**config.mk**
```make
export PLATFORM = sky130hd
export DESIGN_NAME = tea_ram
export DESIGN_NICKNAME = d
export VERILOG_FILES = /design/src/temporal_earliest_arrival_bfs_defines.svh /design/src/tea_ram.sv
export SDC_FILE = /design/constraint.sdc
export NUM_CORES = 1
export LEC_CHECK = 0
export ABC_AREA = 1
export BUFFER_PORTS_ARGS = -buffer_cell sky130_fd_sc_hd__clkbuf_2
export CAP_MARGIN = 10
export CORE_ASPECT_RATIO = 0.7
export CORE_MARGIN = 4
export CORE_UTILIZATION = 60
export DETAILED_ROUTE_END_ITERATION = 7
export PLACE_DENSITY = 0.78
export SLEW_MARGIN = 0
export SYNTH_ARGS = -nofsm -noshare
export SYNTH_HDL_FRONTEND = slang
export SYNTH_SLANG_ARGS = --single-unit
export TNS_END_PERCENT = 20
```
**constraint.sdc**
```tcl
create_clock -name aclk -period 1.7 [get_ports aclk]
set_input_delay 0.085 -clock aclk [delete_from_list [all_inputs] [get_ports aclk]]
set_output_delay 0.085 -clock aclk [all_outputs]
set_load 0.1 [all_outputs]
```
**src/temporal_earliest_arrival_bfs_defines.svh**
```systemverilog
// Assertion helpers shared by the RTL.
`ifndef TEMPORAL_EARLIEST_ARRIVAL_BFS_DEFINES_SVH
`define TEMPORAL_EARLIEST_ARRIVAL_BFS_DEFINES_SVH

// The condition must hold at every clock edge outside reset.
`define TEA_ASSERT_ALWAYS(label, clk, rstn, cond, msg) \
    label: assert property (@(posedge clk) disable iff (!(rstn)) (cond)) else $error(msg);

// The consequent must hold in the same cycle as the antecedent.
`define TEA_ASSERT_IMPLIES(label, clk, rstn, ante, cons, msg) \
    label: assert property (@(posedge clk) disable iff (!(rstn)) (ante) |-> (cons)) \
        else $error(msg);

`endif

```
**src/tea_ram.sv**
```systemverilog
`default_nettype none

module tea_ram #(
    parameter int WIDTH = 8,
    parameter int DEPTH = 16,
    localparam int AW = (DEPTH > 1) ? $clog2(DEPTH) : 1
) (
    input  wire logic             aclk,
    input  wire logic             we,
    input  wire logic [AW-1:0]    waddr,
    input  wire logic [WIDTH-1:0] wdata,
    input  wire logic [AW-1:0]    raddr,
    output logic      [WIDTH-1:0] rdata
);

    logic [WIDTH-1:0] mem_reg [DEPTH];
    logic [WIDTH-1:0] rdata_reg;

    always_ff @(posedge aclk) begin
        if (we) begin
            mem_reg[waddr] <= wdata;
        end
        rdata_reg <= mem_reg[raddr];
    end

    assign rdata = rdata_reg;

endmodule

`default_nettype wire

```
---- Word-level counts from Yosys, hierarchy flattened ----
Memory sizes are Yosys's and may differ from the RTL's. A register that Yosys moved wholly into a read port is not among the register bits.
Cells that the tools add are included.
storage, ports and cells
  flip-flop bits (word level) ............. 0
  logic and storage cells ................. 3
  memories kept ........................... 1
  bits of input ports ..................... 18
  memory bits (writable) .................. 128
memories
  name     depth  bits a word  rd ports  clocked after Yosys merged registers in  write ports  line           RTL
  mem_reg  16     8            1         1                                        1            tea_ram.sv:16  logic [WIDTH-1:0] mem_reg [DEPTH];
operators by class
  muxes and demuxes ....................... 2
operators by type and width
  operator  number
  $mux W1   2

---- Depth between registers and ports, before layout ----
Gate-level depths: netlist (run 1).
  word-level depth ........................ 2
  mapped depth ............................ 8
  gate-level depth less buffers ........... 7

---- Worst setup path before layout (run 1) ----
Ideal clock, no wire load.
  path type ............................... input-to-reg
  start point ............................. in waddr[2]
  end point ............................... mem mem_reg[10][0] (enable)
  required time ........................... 1.330 ns
  setup time .............................. 0.370 ns
  arrival time ............................ 0.666 ns
  slack ................................... 0.664 ns
  cell stages on the path ................. 2
  buffers on the path ..................... 0
  path through ............................ nand3b_1 nor2_1
RTL lines
  element      line           RTL
  from (decl)  tea_ram.sv:10  input wire logic [AW-1:0] waddr,
  to (decl)    tea_ram.sv:16
No word-level cell before the write port.

---- Worst setup path in the final report (run 1) ----
  start point ............................. reg rdata_reg[5] (netlist: rdata[5]) (read register of mem_reg)
  end point ............................... out rdata[5]
RTL lines
  element      line           RTL
  from (decl)  tea_ram.sv:17  logic [WIDTH-1:0] rdata_reg;
  to (decl)    tea_ram.sv:13  output logic [WIDTH-1:0] rdata
No word-level cell between the ends.

==> flow_metrics.py, run 1 <==
metrics = {
    "clock_tree": {
        "numCtsBuffers": 17,
        "cts.sinks": 136,
        "postCtsSetupRepairBufs": 0,
        "clock_path_buffers": 2,
        "root_buffer": "clkbuf_16",
        "worstSkewPairLatency_ps": 420,
        "ctsHoldBuffers": 0,
        "cts_tree": "yes",
        "cts_resized": 0,
        "clk_pin_slew_ps": 60,
        "htreeDepth": 4,
    },
    "timing": {
        "relSlewSlack_pct": 62.4,
        "setup-tns-final_ps": 0,
        "worst_pin_slew_ps": 567,
        "drv_slew": 0,
        "post-route-period-util_pct": 79.0,
        "finalHoldViolCount": 0,
        "rsz0062_at_grt": "false",
        "timing.fmax_mhz": 745,
        "min_period_ps": 1340,
        "setup_viol": 0,
        "finClkSkew_ps": 9.11,
    },
    "floorplan": {
        "fp.dieW_um": 125,
        "die_h_um": 90.0,
        "num_io_pins": 26,
        "coreArea_sq_um": 9220,
        "floorplan.initialDensity_pct": 62.6,
        "die_area_sq_um": 11300,
        "rows": 29,
    },
    "power": {
        "vdd_ir_drop_max_mv": 0.896,
        "totalPowerFinal_mw": 8.60,
        "powerDensity_nw_per_um2": 1270,
        "p_comb_share_pct": 7.1,
        "clockPowerShare_pct": 48.9,
        "swShare_pct": 21.0,
        "p_sw_mw": 1.80,
        "intPower_mw": 6.79,
        "p_leak_nw": 2.99,
        "pwr-share-seq_pct": 43.9,
    },
    "routing": {
        "via_count": 3974,
        "firstDrtPassIters": 5,
        "avgViaCountPerCell": 5.42,
        "wl_per_cell_um": 17.7,
        "finalWirelength_um": 13000,
        "drt_iter0_drc": 534,
        "drcViolationCount": 0,
        "ant_nets": 0,
    },
    "grt": {
        "grt_pass1_wl_um": 20300,
        "grt_pass1_vias": 3748,
        "track_usage_pct": 24.0,
        "grt.overflow.total": 0,
        "antenna_found_initial": 0,
        "grt_max_degree": 65,
    },
    "final_layout": {
        "nNetsFinal": 614,
        "diodes": 0,
        "register_area_sq_um": 4000,
        "nFillCells": 613,
        "multi_input_area_sq_um": 1210,
        "drive_gt1_share_pct": 13.3,
        "syn_to_final_growth_pct": 17.5,
        "largest_register_ffs": 128,
    },
    "run_status": {
        "status": "completed",
    },
    "logic_synthesis": {
        "seq_area_frac_synth_pct": 69.4,
        "synth-seq-cells": 136,
        "postSynthAreaPerCell_sq_um": 10.5,
        "yosys_warnings": 0,
        "yosys.cell_types.count": 12,
        "postSynthCellCount": 551,
        "synth_fp_nets": 569,
        "netlist_area_sq_um": 5770,
    },
    "critical_path": {
        "worstSetupEndpointType": "primary output",
        "path_buf_inv": 1,
        "critPathKind": "reg -> out",
        "cp_max_fo": 1,
        "slowest_stage": "clkbuf_2",
        "cp_cell_sequence": "clkbuf_2",
        "crit_arrival_ps": 1260,
        "r2r_slack_ps": 630,
        "cp_slowest_stage_delay_ps": 470,
        "crit_family": "buffers and inverters",
        "cp-start-kind": "flip-flop",
        "crit_required_ps": 1620,
    },
    "hold_path": {
        "worstHoldPathType": "in -> reg",
    },
    "placement": {
        "io_buffers": 25,
        "place_congestion": 0.822,
        "post-dp-hpwl_um": 7910,
    },
    "flow_run": {
        "cap_violations": 0,
    },
}
[metrics by stage]
stage,setup slack (ps),std cells,utilization [%],hold slack (ps),instance area [sq um]
floorplan,664,551,-,184,5770
global placement,484,701,66.1,504,6090
detailed placement,469,701,66.1,514,6090
CTS,321,733,73.5,62.1,6780
global route,337,733,73.5,83.4,6780
finish,358,733,73.5,88.6,6780
[layer usage]
layer | vias to the layer above | share of wire [%] | track usage, % | routed length (um)
met4 | 0 | 1.5 | 8.39 | 193
met3 | 21 | 9.4 | 6.64 | 1230
li1 | 1867 | - | - | -
met1 | 1866 | 42 | 33.3 | 5500
met2 | 220 | 47 | 36.8 | 6070
met5 | - | 0 | 0 | 0
[placed cells by master (no fill, tap or decap), drive strengths merged]
cell,count
nand2,173
edfxtp,128
inv,102
nand3,97
clkbuf,49
buf,25
nor2,17
dfxtp,8
bufinv,6
nand3b,2
clkinv,2
[power by group through the flow]
stage	Sequential [mW]	Clock, mW	Combinational (mW)
2_1_floorplan	4.00	0	0.264
3_3_place_gp	3.84	0	0.586
3_5_place_dp	3.85	0	0.603
4_1_cts	3.78	4.26	0.609
5_1_grt	3.78	4.39	0.655
6_report	3.78	4.21	0.612
[cell families after synthesis]
group         after synthesis  share of synthesized area (%)
simple gates              289                           21.0
flops                     136                           69.4
buf+inv                   126                           9.52
[final timing paths]
kind	startpoint	endpoint	cells past startpoint
min	raddr[3]	rdata[4]	3
min reg2reg	mem_reg[14][4]	rdata[4]	6
max	rdata[5]	rdata[5]	1
max reg2reg	mem_reg[0][3]	rdata[3]	6
[cell type report]
cell class	instances	area share [%]
Tap cell	124	2.29
Timing Repair Buffer	50	4.99
Sequential cell	136	59.1
Multi-Input combinational cell	289	17.9
Inverter	102	5.65
Clock inverter	8	2.81
Clock buffer	24	7.26
[cells in the mapped netlist]
cell type	number	share of area, %
buf_1	1	0.065
buf_2	13	1.1
buf_4	4	0.52
buf_6	6	1.2
dfxtp_1	8	2.8
edfxtp_1	128	67
inv_1	100	6.5
inv_2	2	0.13
nand2_1	173	11
nand3_1	97	8.4
nand3b_1	2	0.26
nor2_1	17	1.1
Note: power is estimated with default switching activity, not from simulation.
==> inputs of run 2 (changes only) <==
--- a/config.mk
+++ b/config.mk
@@ -5,14 +5,14 @@
 export SDC_FILE = /design/constraint.sdc
 export NUM_CORES = 1
 export LEC_CHECK = 0
-export ABC_AREA = 1
+export ABC_AREA = 0
 export BUFFER_PORTS_ARGS = -buffer_cell sky130_fd_sc_hd__clkbuf_2
 export CAP_MARGIN = 10
 export CORE_ASPECT_RATIO = 0.7
 export CORE_MARGIN = 4
-export CORE_UTILIZATION = 60
+export CORE_UTILIZATION = 54
 export DETAILED_ROUTE_END_ITERATION = 7
-export PLACE_DENSITY = 0.78
+export PLACE_DENSITY = 0.74
 export SLEW_MARGIN = 0
 export SYNTH_ARGS = -nofsm -noshare
 export SYNTH_HDL_FRONTEND = slang
==> constraint.sdc (replaced) <==
create_clock -name aclk -period 1.1 [get_ports aclk]
set_input_delay 0.055 -clock aclk [delete_from_list [all_inputs] [get_ports aclk]]
set_output_delay 0.055 -clock aclk [all_outputs]
set_load 0.1 [all_outputs]
==> flow_metrics.py, run 2 <==
metrics = {
    "placement": {
        "pre_cts_ws_ps": -386,
        "io_buffers": 25,
        "post-dp-hpwl_um": 6290,
        "dpl.cell_count": 399,
        "place_congestion": 0.738,
    },
    "critical_path": {
        "rr_endpoint": "rdata[6]",
        "cp_max_fo": 1,
        "crit_required_ps": 1390,
        "critPathKind": "reg -> reg",
        "r2r_slack_ps": -220,
        "rr_worst_depth": 3,
        "worstSetupEndpointType": "flip-flop",
        "crit_arrival_ps": 1610,
        "cp-start-kind": "flip-flop",
        "timing.rr.start": "mem_reg[11][6]",
    },
    "logic_synthesis": {
        "postSynthAreaPerCell_sq_um": 22.5,
        "yosys.cell_types.count": 19,
        "synth-async-reset-ratio_pct": 0,
        "synth_top_area_cell": "edfxtp_1",
        "yosys_warnings": 0,
        "synth_fp_nets": 247,
        "synth_area_leaders": "edfxtp_1 (75%), mux4_2 (7.9%), mux4_1 (7.1%)",
        "synth-main-ff-cell": "edfxtp_1",
        "synth_edf_count": 128,
        "postSynthCellCount": 229,
        "netlist_area_sq_um": 5150,
        "seq_area_frac_synth_pct": 77.8,
        "synthTopCellsByCount": "edfxtp_1 (128), mux4_2 (18), a22oi_1 (16), mux4_1 (14), nor2_1 (13)",
        "synth-seq-cells": 136,
        "yosys.area.top_type_share_pct": 74.7,
        "synth_most_common_cell": "edfxtp_1",
    },
    "floorplan": {
        "fp.dieW_um": 125,
        "num_io_pins": 26,
        "die_area_sq_um": 11200,
        "coreArea_sq_um": 9180,
        "die_h_um": 89.7,
        "floorplan.initialDensity_pct": 56.1,
        "rows": 29,
    },
    "power": {
        "p_leak_nw": 2.16,
        "powerDensity_nw_per_um2": 1900,
        "vdd_ir_drop_max_mv": 1.70,
        "totalPowerFinal_mw": 12.1,
    },
    "clock_tree": {
        "htreeDepth": 4,
        "clk_pin_slew_ps": 50,
        "cts_tree": "yes",
        "cts.sinks": 136,
        "worstSkewPairLatency_ps": 410,
        "numCtsBuffers": 17,
        "clock_path_buffers": 2,
        "postCtsSetupRepairBufs": 0,
        "root_buffer": "clkbuf_16",
    },
    "final_layout": {
        "fin_cells": 431,
        "mostFrequentLayoutCells": "edfxtp_1 (128), mux4_2 (28), buf_4 (25)",
        "largest_register_ffs": 128,
        "drive_gt1_share_pct": 40.7,
        "nNetsFinal": 312,
        "final_common_cell": "edfxtp_1",
        "diodes": 0,
        "syn_to_final_growth_pct": 23.4,
    },
    "flow_run": {
        "cap_violations": 0,
    },
    "grt": {
        "antenna_found_initial": 0,
        "grt_pass1_wl_um": 15400,
        "grt_pass1_vias": 2601,
        "grt.overflow.total": 0,
        "track_usage_pct": 19.6,
        "grt_max_degree": 19,
    },
    "timing": {
        "relSlewSlack_pct": 38.5,
        "worst_pin_slew_ps": 920,
        "worst_slack_ps": -219,
        "setup_viol": 8,
        "drv_slew": 0,
        "timing.fmax_mhz": 758,
        "finalHoldViolCount": 0,
        "finClkSkew_ps": 11.8,
        "whs_ps": 60.7,
        "post-route-period-util_pct": 120,
        "min_period_ps": 1320,
        "rsz0062_at_grt": "true",
        "setup-tns-final_ps": -1270,
    },
    "routing": {
        "finalWirelength_um": 9790,
        "drt_iter0_drc": 254,
        "via_count": 2435,
        "wl_per_cell_um": 22.7,
        "ant_nets": 0,
        "avgViaCountPerCell": 5.65,
        "firstDrtPassIters": 4,
        "drcViolationCount": 0,
    },
    "run_status": {
        "status": "finished with violations",
        "violations": "setup timing",
    },
    "hold_path": {
        "hold_end": "mem_reg[0][1]",
        "hold_start": "wdata[1]",
        "hold_depth": 1,
        "worstHoldPathType": "in -> reg",
    },
}
[run 2: critical path, cell delays in order (launching register included)]
cell and delay, ps:
edfxtp_1 410, mux4_2 510, a22oi_2 200, nand2_2 80
[run 2: how the worst max path moves through the flow]
stage	from	to
detailed placement	raddr[0]	rdata[4]
finish	mem_reg[11][6]	rdata[6]
floorplan	waddr[3]	mem_reg[4][0]
CTS	mem_reg[11][6]	rdata[6]
global route	mem_reg[11][6]	rdata[6]
global placement	raddr[0]	rdata[4]
[run 2: logic make-up (layout without fill, tap and decap cells)]
family                 after synthesis  in the layout  share of synthesized area [%]
buffers and inverters               10             88                           1.68
DFF                                136            136                           77.8
AOI/OAI and AO/OA                   16             16                           2.33
muxes                               32             32                           15.0
and+or+nand+nor                     35             35                           3.18
[run 2: repair_timing]
| item | CTS | global route |
|---|---|---|
| pin swaps | 2 | 4 |
| hold buffers | 0 | 0 |
| resized for setup | 4 | 14 |
| setup endpoints to repair | 8 | 8 |
[run 2: routing by layer]
| metal | global-route usage [%] | vias to the layer above | part of all wire, % |
|---|---|---|---|
| met1 | 28.1 | 1241 | 45 |
| met3 | 6.50 | 11 | 8.3 |
| met2 | 29.0 | 86 | 45 |
| li1 | - | 1097 | - |
| met5 | 0 | - | 0 |
| met4 | 6.47 | 0 | 1.2 |
[run 2: metrics by stage]
| stage | utilization (%) | instance area, sq um |
|---|---|---|
| floorplan | - | 5170 |
| global placement | 63.1 | 5800 |
| detailed placement | 63.1 | 5800 |
| CTS | 69.2 | 6350 |
| global route | 69.2 | 6350 |
| finish | 69.2 | 6350 |
[run 2: cell type report]
type / count / area [sq um]
sequential: 136 / 4000
timing repair buffer: 56 / 553
clock inverter: 11 / 105
clock buffer: 21 / 450
fill: 558 / 2830
tap: 124 / 155
multi-input combinational: 83 / 1080
[run 2: power by group]
part / internal, mW / switching, mW
sequential: 5.80 / 0.0606
combinational: 0.385 / 0.569
clock: 3.35 / 1.90
total: 9.53 / 2.53
